--- config.mk ---
export PLATFORM = sky130hd
export DESIGN_NAME = sha1_message_digest_unit_flat
export DESIGN_NICKNAME = d
export VERILOG_FILES = /design/src/rtl/sha1md_pkg.sv /design/src/rtl/sha1md_if.sv /design/src/rtl/sha1md_sched.sv /design/src/rtl/sha1md_round.sv /design/src/rtl/sha1md_core.sv /design/src/rtl/sha1_message_digest_unit.sv /design/src/flat_wrapper.sv
export SDC_FILE = /design/constraint.sdc
export NUM_CORES = 2
export LEC_CHECK = 0
export ABC_AREA = 0
export BUFFER_PORTS_ARGS = -buffer_cell sky130_fd_sc_hd__buf_2
export CAP_MARGIN = 20
export CORE_AREA = 3 3 373 375
export DETAILED_ROUTE_END_ITERATION = 7
export DIE_AREA = 0 0 376 378
export HOLD_SLACK_MARGIN = 0.12
export PLACE_DENSITY = 0.55
export SYNTH_ARGS = -nofsm -noshare
export SYNTH_HDL_FRONTEND = slang
export SYNTH_SLANG_ARGS = --single-unit
--- constraint.sdc ---
create_clock -name clk -period 22.1 [get_ports clk]
set_input_delay 4.42 -clock clk [delete_from_list [all_inputs] [get_ports clk]]
set_output_delay 4.42 -clock clk [all_outputs]
set_load 0.005 [all_outputs]
--- src/rtl/sha1md_pkg.sv ---
package sha1md_pkg;

  localparam int unsigned NumDig  = 5;
  localparam int unsigned Rounds  = 80;
  localparam int unsigned BlkByte = 64;
  localparam int unsigned LenPos  = 56;

  localparam logic [31:0] K0 = 32'h5A82_7999;
  localparam logic [31:0] K1 = 32'h6ED9_EBA1;
  localparam logic [31:0] K2 = 32'h8F1B_BCDC;
  localparam logic [31:0] K3 = 32'hCA62_C1D6;

  localparam logic [31:0] H0 = 32'h6745_2301;
  localparam logic [31:0] H1 = 32'hEFCD_AB89;
  localparam logic [31:0] H2 = 32'h98BA_DCFE;
  localparam logic [31:0] H3 = 32'h1032_5476;
  localparam logic [31:0] H4 = 32'hC3D2_E1F0;

  localparam logic [7:0] PadMark = 8'h80;

  typedef struct packed {
    logic [31:0] a;
    logic [31:0] b;
    logic [31:0] c;
    logic [31:0] d;
    logic [31:0] e;
  } work_t;

  typedef struct packed {
    logic       shift_byte;
    logic [7:0] byte_val;
    logic       sched;
  } buf_ctl_t;

  function automatic logic [31:0] init_word(input logic [2:0] idx);
    logic [31:0] v;
    case (idx)
      3'd0:    v = H0;
      3'd1:    v = H1;
      3'd2:    v = H2;
      3'd3:    v = H3;
      default: v = H4;
    endcase
    return v;
  endfunction

endpackage

--- src/rtl/sha1md_if.sv ---
interface sha1md_in_if;
  logic       valid;
  logic       ready;
  logic [7:0] data_byte;
  logic       byte_present;
  logic       end_of_message;

  modport source (output valid, data_byte, byte_present, end_of_message, input ready);
  modport sink   (input valid, data_byte, byte_present, end_of_message, output ready);
endinterface

interface sha1md_out_if;
  logic        valid;
  logic        ready;
  logic [31:0] digest_word;
  logic [2:0]  word_index;
  logic        last_word;

  modport source (output valid, digest_word, word_index, last_word, input ready);
  modport sink   (input valid, digest_word, word_index, last_word, output ready);
endinterface

--- src/rtl/sha1md_sched.sv ---
module sha1md_sched (
  input  logic                clk,
  input  sha1md_pkg::buf_ctl_t ctl,
  output logic [31:0]         w_t
);
  import sha1md_pkg::*;

  logic [511:0] blk;
  logic [31:0]  mix;

  assign w_t = blk[511:480];
  assign mix = blk[511:480] ^ blk[447:416] ^ blk[255:224] ^ blk[95:64];

  always_ff @(posedge clk) begin
    if (ctl.shift_byte) begin
      blk <= {blk[503:0], ctl.byte_val};
    end else if (ctl.sched) begin
      blk <= {blk[479:0], mix[30:0], mix[31]};
    end
  end

endmodule

--- src/rtl/sha1md_round.sv ---
module sha1md_round (
  input  sha1md_pkg::work_t cur,
  input  logic [31:0]       w_t,
  input  logic [6:0]        rnd,
  output sha1md_pkg::work_t nxt
);
  import sha1md_pkg::*;

  logic [31:0] f;
  logic [31:0] k;

  always_comb begin
    if (rnd < 7'd20) begin
      f = (cur.b & cur.c) | (~cur.b & cur.d);
      k = K0;
    end else if (rnd < 7'd40) begin
      f = cur.b ^ cur.c ^ cur.d;
      k = K1;
    end else if (rnd < 7'd60) begin
      f = (cur.b & cur.c) | (cur.b & cur.d) | (cur.c & cur.d);
      k = K2;
    end else begin
      f = cur.b ^ cur.c ^ cur.d;
      k = K3;
    end
  end

  assign nxt.a = {cur.a[26:0], cur.a[31:27]} + f + cur.e + k + w_t;
  assign nxt.b = cur.a;
  assign nxt.c = {cur.b[1:0], cur.b[31:2]};
  assign nxt.d = cur.c;
  assign nxt.e = cur.d;

endmodule

--- src/rtl/sha1md_core.sv ---
module sha1md_core (
  input  logic                clk,
  input  logic                rst,
  input  logic                in_valid,
  output logic                in_ready,
  input  logic [7:0]          in_byte,
  input  logic                in_present,
  input  logic                in_end,
  output logic                out_valid,
  input  logic                out_ready,
  output logic [31:0]         out_word,
  output logic [2:0]          out_index,
  output logic                out_last,
  output sha1md_pkg::buf_ctl_t ctl,
  input  logic [31:0]         w_t,
  output sha1md_pkg::work_t   work,
  output logic [6:0]          round_cnt,
  input  sha1md_pkg::work_t   work_next
);
  import sha1md_pkg::*;

  typedef enum logic [2:0] {IDLE, COMPRESS, FOLD, PAD, OUT} state_t;

  state_t      state;
  logic [31:0] chain [NumDig];
  logic [63:0] msg_bits;
  logic [5:0]  blk_pos;
  logic        finishing;
  logic        pad_first;
  logic        spill;
  logic        final_blk;
  logic [2:0]  out_idx;
  logic [7:0]  len_byte [8];
  logic [7:0]  pad_byte;
  logic        in_acc;

  assign in_ready  = (state == IDLE);
  assign in_acc    = in_valid && in_ready;
  assign out_valid = (state == OUT);
  assign out_word  = chain[out_idx];
  assign out_index = out_idx;
  assign out_last  = (out_idx == 3'(NumDig - 1));

  always_comb begin
    for (int j = 0; j < 8; j++) begin
      len_byte[j] = msg_bits[8*j +: 8];
    end
    if (pad_first) begin
      pad_byte = PadMark;
    end else if (spill || (blk_pos < 6'(LenPos))) begin
      pad_byte = 8'h00;
    end else begin
      pad_byte = len_byte[~blk_pos[2:0]];
    end
  end

  always_comb begin
    ctl.shift_byte = 1'b0;
    ctl.byte_val   = pad_byte;
    ctl.sched      = 1'b0;
    if (state == IDLE && in_acc && in_present) begin
      ctl.shift_byte = 1'b1;
      ctl.byte_val   = in_byte;
    end else if (state == PAD) begin
      ctl.shift_byte = 1'b1;
    end else if (state == COMPRESS) begin
      ctl.sched = 1'b1;
    end
  end

  always_ff @(posedge clk) begin
    if (rst) begin
      state     <= IDLE;
      msg_bits  <= '0;
      blk_pos   <= '0;
      round_cnt <= '0;
      finishing <= 1'b0;
      pad_first <= 1'b0;
      spill     <= 1'b0;
      final_blk <= 1'b0;
      out_idx   <= '0;
      for (int i = 0; i < NumDig; i++) begin
        chain[i] <= init_word(3'(i));
      end
    end else begin
      unique case (state)
        IDLE: begin
          if (in_acc) begin
            finishing <= in_end;
            pad_first <= 1'b1;
            spill     <= 1'b0;
            if (in_present) begin
              msg_bits <= msg_bits + 64'd8;
              blk_pos  <= blk_pos + 6'd1;
            end
            if (in_present && blk_pos == 6'(BlkByte - 1)) begin
              work      <= {chain[0], chain[1], chain[2], chain[3], chain[4]};
              round_cnt <= '0;
              final_blk <= 1'b0;
              state     <= COMPRESS;
            end else if (in_end) begin
              state <= PAD;
            end
          end
        end
        COMPRESS: begin
          work      <= work_next;
          round_cnt <= round_cnt + 7'd1;
          if (round_cnt == 7'(Rounds - 1)) begin
            state <= FOLD;
          end
        end
        FOLD: begin
          chain[0] <= chain[0] + work.a;
          chain[1] <= chain[1] + work.b;
          chain[2] <= chain[2] + work.c;
          chain[3] <= chain[3] + work.d;
          chain[4] <= chain[4] + work.e;
          round_cnt <= '0;
          if (final_blk) begin
            out_idx <= '0;
            state   <= OUT;
          end else if (finishing) begin
            state <= PAD;
          end else begin
            state <= IDLE;
          end
        end
        PAD: begin
          blk_pos   <= blk_pos + 6'd1;
          pad_first <= 1'b0;
          if (pad_first) begin
            spill <= (blk_pos >= 6'(LenPos)) && (blk_pos != 6'(BlkByte - 1));
          end else if (blk_pos == 6'(BlkByte - 1)) begin
            spill <= 1'b0;
          end
          if (blk_pos == 6'(BlkByte - 1)) begin
            work      <= {chain[0], chain[1], chain[2], chain[3], chain[4]};
            round_cnt <= '0;
            final_blk <= !pad_first && !spill;
            state     <= COMPRESS;
          end
        end
        OUT: begin
          if (out_ready) begin
            if (out_idx == 3'(NumDig - 1)) begin
              msg_bits  <= '0;
              blk_pos   <= '0;
              finishing <= 1'b0;
              final_blk <= 1'b0;
              out_idx   <= '0;
              for (int i = 0; i < NumDig; i++) begin
                chain[i] <= init_word(3'(i));
              end
              state <= IDLE;
            end else begin
              out_idx <= out_idx + 3'd1;
            end
          end
        end
        default: state <= IDLE;
      endcase
    end
  end

endmodule

--- src/rtl/sha1_message_digest_unit.sv ---
// SHA-1 digest of a byte stream.
// Channel msg takes one transaction per message byte (byte_present high) and
// marks the end of a message with end_of_message; an end transaction without a
// byte closes the message as it stands, so an empty message is one end marker.
// Channel digest then gives five transactions, word_index 0 (most significant)
// to 4, last_word high on the fifth; after it the unit starts a new message.
// Every 64th byte starts a compression of 80 rounds on the single shared round
// unit, followed by a fold of the round words into the chaining value;
// msg.ready stays low meanwhile. The end marker is followed by the padding
// and length bytes (up to 64, or 72 when padding spills into a second block)
// and by one or two compressions before the first digest word.
// The digest words sit in the chaining registers; while the receiver stalls
// they hold, and msg.ready stays low until the fifth word is taken.
// Reset (rst, synchronous) loads the initial hash words, clears the length
// and block position and leaves the unit ready for a first byte.
module sha1_message_digest_unit (
  input  logic        clk,
  input  logic        rst,
  sha1md_in_if.sink   msg,
  sha1md_out_if.source digest
);
  import sha1md_pkg::*;

  buf_ctl_t    ctl;
  logic [31:0] w_t;
  work_t       work;
  work_t       work_next;
  logic [6:0]  round_cnt;

  sha1md_sched u_sched (
    .clk (clk),
    .ctl (ctl),
    .w_t (w_t)
  );

  sha1md_round u_round (
    .cur (work),
    .w_t (w_t),
    .rnd (round_cnt),
    .nxt (work_next)
  );

  sha1md_core u_core (
    .clk        (clk),
    .rst        (rst),
    .in_valid   (msg.valid),
    .in_ready   (msg.ready),
    .in_byte    (msg.data_byte),
    .in_present (msg.byte_present),
    .in_end     (msg.end_of_message),
    .out_valid  (digest.valid),
    .out_ready  (digest.ready),
    .out_word   (digest.digest_word),
    .out_index  (digest.word_index),
    .out_last   (digest.last_word),
    .ctl        (ctl),
    .w_t        (w_t),
    .work       (work),
    .round_cnt  (round_cnt),
    .work_next  (work_next)
  );

`ifndef SYNTHESIS
  a_no_overlap: assert property (@(posedge clk) disable iff (rst)
    digest.valid |-> !msg.ready)
    else $error("input ready while digest pending");

  a_last_index: assert property (@(posedge clk) disable iff (rst)
    digest.valid |-> (digest.last_word == (digest.word_index == 3'd4)))
    else $error("last_word out of step with word_index");

  a_round_range: assert property (@(posedge clk) disable iff (rst)
    round_cnt <= 7'(Rounds))
    else $error("round counter beyond last round");

  a_restart: assert property (@(posedge clk) disable iff (rst)
    digest.valid && digest.ready && digest.last_word |=> msg.ready && !digest.valid)
    else $error("unit not ready after final digest word");
`endif

endmodule
--- src/flat_wrapper.sv ---
// flat-port wrapper written by rule: the top's interface ports become plain ports
module sha1_message_digest_unit_flat import sha1md_pkg::*;
  (clk, rst, msg_valid, msg_data_byte, msg_byte_present, msg_end_of_message, msg_ready, digest_valid, digest_digest_word, digest_word_index, digest_last_word, digest_ready);
  sha1md_in_if msg_i ();
  sha1md_out_if digest_i ();
  input  logic clk;
  input  logic rst;
  input wire logic [$bits(msg_i.valid)-1:0] msg_valid;
  input wire logic [$bits(msg_i.data_byte)-1:0] msg_data_byte;
  input wire logic [$bits(msg_i.byte_present)-1:0] msg_byte_present;
  input wire logic [$bits(msg_i.end_of_message)-1:0] msg_end_of_message;
  output wire logic [$bits(msg_i.ready)-1:0] msg_ready;
  output wire logic [$bits(digest_i.valid)-1:0] digest_valid;
  output wire logic [$bits(digest_i.digest_word)-1:0] digest_digest_word;
  output wire logic [$bits(digest_i.word_index)-1:0] digest_word_index;
  output wire logic [$bits(digest_i.last_word)-1:0] digest_last_word;
  input wire logic [$bits(digest_i.ready)-1:0] digest_ready;
  assign msg_i.valid = msg_valid;
  assign msg_i.data_byte = msg_data_byte;
  assign msg_i.byte_present = msg_byte_present;
  assign msg_i.end_of_message = msg_end_of_message;
  assign msg_ready = msg_i.ready;
  assign digest_valid = digest_i.valid;
  assign digest_digest_word = digest_i.digest_word;
  assign digest_word_index = digest_i.word_index;
  assign digest_last_word = digest_i.last_word;
  assign digest_i.ready = digest_ready;
  sha1_message_digest_unit u_core (.clk(clk), .rst(rst), .msg(msg_i), .digest(digest_i));
endmodule
==> results.cfg <==
[setup_path]
critical_path.top_delay_family = buffers and inverters
worstPathArrival_ns = 8.59
path_buf_inv = 4
cp-end-kind = register
critPathLaunchType = primary input
cp.required_ns = 22.56
worst-setup-path-type = primary input to register
crit_chain = buf_2 -> nand3_1 -> a21oi_4 -> buf_4 -> buf_12 -> buf_4 -> mux2_2
worst-path-max-fanout = 184
critPathMostFrequentCell = buf_4
worst_path_max_delay_cell = buf_4
critPathMaxStageDelay_ns = 0.91

[timing]
finClkSkew_ns = 0.0359
tightest_slew_ns = 1.15
rsz0062_at_grt = false
fin_crit_sh_pct = 36.8
fmax_mhz = 123
setup_violations = 0
slew_headroom_pct = 23.2
fin_crit_ns = 8.13
hold_viol_final = 0
finalMaxSlewViolations = 0
fin_tns_setup_ns = 0

[clocking]
cts_root_buffer = clkbuf_16
clk_latency_ns = 0.74
cts_buffers = 105
cts.clk_slew.worst_paths_ns = 0.06
cts_tree = yes
cts.sinks = 919
cts_max_level = 3
hold_buffers = 0
post_cts.repair.setup_buffers = 0
cts-resized-gates = 0
clockBufferDepth = 3

[routing]
vias = 33900
ant_nets = 0
drt_iter0_markers = 2772
detail_route.wl_per_cell_um = 20.8
drcViolationCount = 0
drt-total-wl_um = 131000
vias_per_cell = 5.35
drt-pass1-iter-count = 5

[placement]
gp_routability_congestion = 0.919
hpwl_um = 93400
dp.cells = 6125
io_buffer_count = 51

[global_routing]
grt_pass1_wl_um = 203000
grt_overflow_total = 0
grt_pass1_vias = 33900
use_met1_pct = 26.2
busiest_layer = met2
use_met2_pct = 29.1
grtUsageTotal_pct = 18.4
met3_usage_pct = 2.95
antenna_found_initial = 0
grt_max_degree = 185

[layout]
area_growth_pct = 10.6
post_route_cells_drive_above_1_share_pct = 18.8
finalNonFillerCells = 6322
final_common_cell = edfxtp_1
finalNetCount = 4790
multi_input_area_um2 = 24600
diodes = 0
fillCellCount = 12700
layout_common_cells = edfxtp_1, nand2_1, mux2_2, inv_1, nor2_1
fin_util_pct = 43.1
seq_area_um2 = 26700

[die]
die_w_um = 376
io_pins = 52
die_area_um2 = 142000
coreArea_um2 = 136000
start_util_pct = 39.0
die_h_um = 378
rows = 135

[synthesis]
synthTopCellsByArea = edfxtp_1, mux2_2, fa_1
synth-edff-count = 832
synth_cell_types = 79
yosysWarnings = 0
synthesis.nets = 4770
synth_top_area_share_pct = 47.3
postSynthAreaPerCell_um2 = 11.9
ys_ff_latch = 919
synth_ff_type = edfxtp_1
ys_seq_area_share_pct = 50.5
async_reset_ff_share_pct = 0
syn-cell-area_um2 = 52900
yosysTopAreaCell = edfxtp_1
syn_inst = 4432

[pwr]
ir_drop_uv = 113
p_leak_nw = 21.5
power_density_nw_per_um2 = 150

[flow_run]
cap_violations = 0

[hold_path]
holdCritPathClass = register to register

[status]
status = finished, final reports clean
## worst reg2reg max path, cell delays in order, from the launching register on
cell and delay [ns]:
dfxtp_1 0.37, o21a_1 0.21, nor3_2 0.22, nand2b_1 0.34, inv_1 0.28, nor2_1 0.15
buf_4 0.35, clkinv_1 0.17, buf_4 0.25, a222oi_1 0.55, fa_1 0.52, inv_1 0.09
fa_1 0.42, inv_1 0.09, fa_1 0.43, inv_1 0.08, ha_1 0.23, a211oi_1 0.29
o21ai_0 0.19, and4b_1 0.28, o31ai_1 0.60, a21oi_1 0.15, o22a_1 0.27, a311oi_1 0.32
xor2_1 0.20, o21ai_0 0.09
## metrics by stage
step	cell area [µm²]	power [mW]	worst slack, ns	hold WS (ns)
after floorplan	52900	6.26	1.22	0.447
after global placement	55000	7.02	13.30	0.469
after detailed placement	55000	7.07	13.34	0.492
after CTS	58500	8.86	14.11	0.502
after global routing	58500	9.40	13.84	0.521
final	58500	8.79	13.97	0.498
## power by group
group / leakage (nW) / internal (mW) / switching, mW / total (mW)
logic: 11.4 / 1.65 / 2.02 / 3.66
clock network: 1.65 / 0.993 / 0.748 / 1.74
registers: 8.43 / 2.91 / 0.469 / 3.38
total: 21.5 / 5.55 / 3.23 / 8.79
## layout make-up
type	instances	area share [%]
Tap cell	1781	3.81
Sequential cell	919	45.7
Clock buffer	129	4.72
Multi-Input combinational cell	3080	42.0
Clock inverter	67	1.11
Inverter	260	1.67
Timing Repair Buffer	86	0.963
## logic make-up (layout without fill, tap and decap cells)
| family | Yosys count | count (layout) | synth area share [%] |
|---|---|---|---|
| DFF | 919 | 919 | 50.5 |
| xor gates and xnor gates | 305 | 305 | 5.05 |
| adders and majority gates | 324 | 324 | 9.44 |
| and+or+nand+nor | 1166 | 1166 | 9.85 |
| buffers and inverters | 433 | 542 | 3.09 |
| AOI/OAI and AO/OA | 685 | 685 | 8.35 |
| muxes | 600 | 600 | 13.7 |
## routing by layer
metal	wire, µm	up-vias	part of all wire [%]
met3	6440	181	4.9
met5	0	-	0
met4	3300	0	2.5
met2	59800	748	46
li1	-	16100	-
met1	61600	16800	47
## sequential cells by signal (all words and copies together), names as in the netlist, named ones only
| name | flops |
|---|---|
| u_core.u_core.msg_bits | 61 |
| u_core.u_core.out_index | 3 |
| u_core.u_sched.blk | 512 |
| u_core.u_core.round_cnt | 7 |
| u_core.u_core.finishing | 1 |
| u_core.u_core.chain | 160 |
| u_core.u_core.pad_first | 1 |
| u_core.u_core.work | 160 |
| u_core.u_core.final_blk | 1 |
| u_core.u_core.blk_pos | 6 |
| u_core.u_core.state | 3 |
| u_core.u_core.spill | 1 |
## worst paths after layout
check / from / endpoint / slack (ns) / cells after the start
max: msg_valid / u_core.u_sched.blk[461]$_DFFE_PP_ / 13.97 / 7
min: u_core.u_core.msg_bits[40]$_SDFFE_PP0P_ / u_core.u_core.msg_bits[40]$_SDFFE_PP0P_ / 0.50 / 2
max reg2reg: u_core.u_core.round_cnt[2]$_SDFFE_PP0P_ / u_core.u_core.work[158]$_DFFE_PP_ / 14.62 / 25
min reg2reg: u_core.u_core.msg_bits[40]$_SDFFE_PP0P_ / u_core.u_core.msg_bits[40]$_SDFFE_PP0P_ / 0.50 / 2
## synthesized netlist by cell type, drive strengths merged, types with 31 or more instances
| master | n |
|---|---|
| o21ai | 206 |
| xor2 | 115 |
| edfxtp | 832 |
| and3 | 41 |
| nand4 | 40 |
| mux2 | 528 |
| nand2 | 615 |
| nand3 | 50 |
| dfxtp | 87 |
| inv | 258 |
| clkbuf | 159 |
| a21o | 99 |
| ha | 199 |
| nand2b | 35 |
| a21oi | 162 |
| nor2 | 216 |
| mux4 | 45 |
| fa | 125 |
| xnor2 | 190 |
| nor3 | 38 |
| or3 | 31 |
Note: power is estimated with default switching activity, not from simulation.
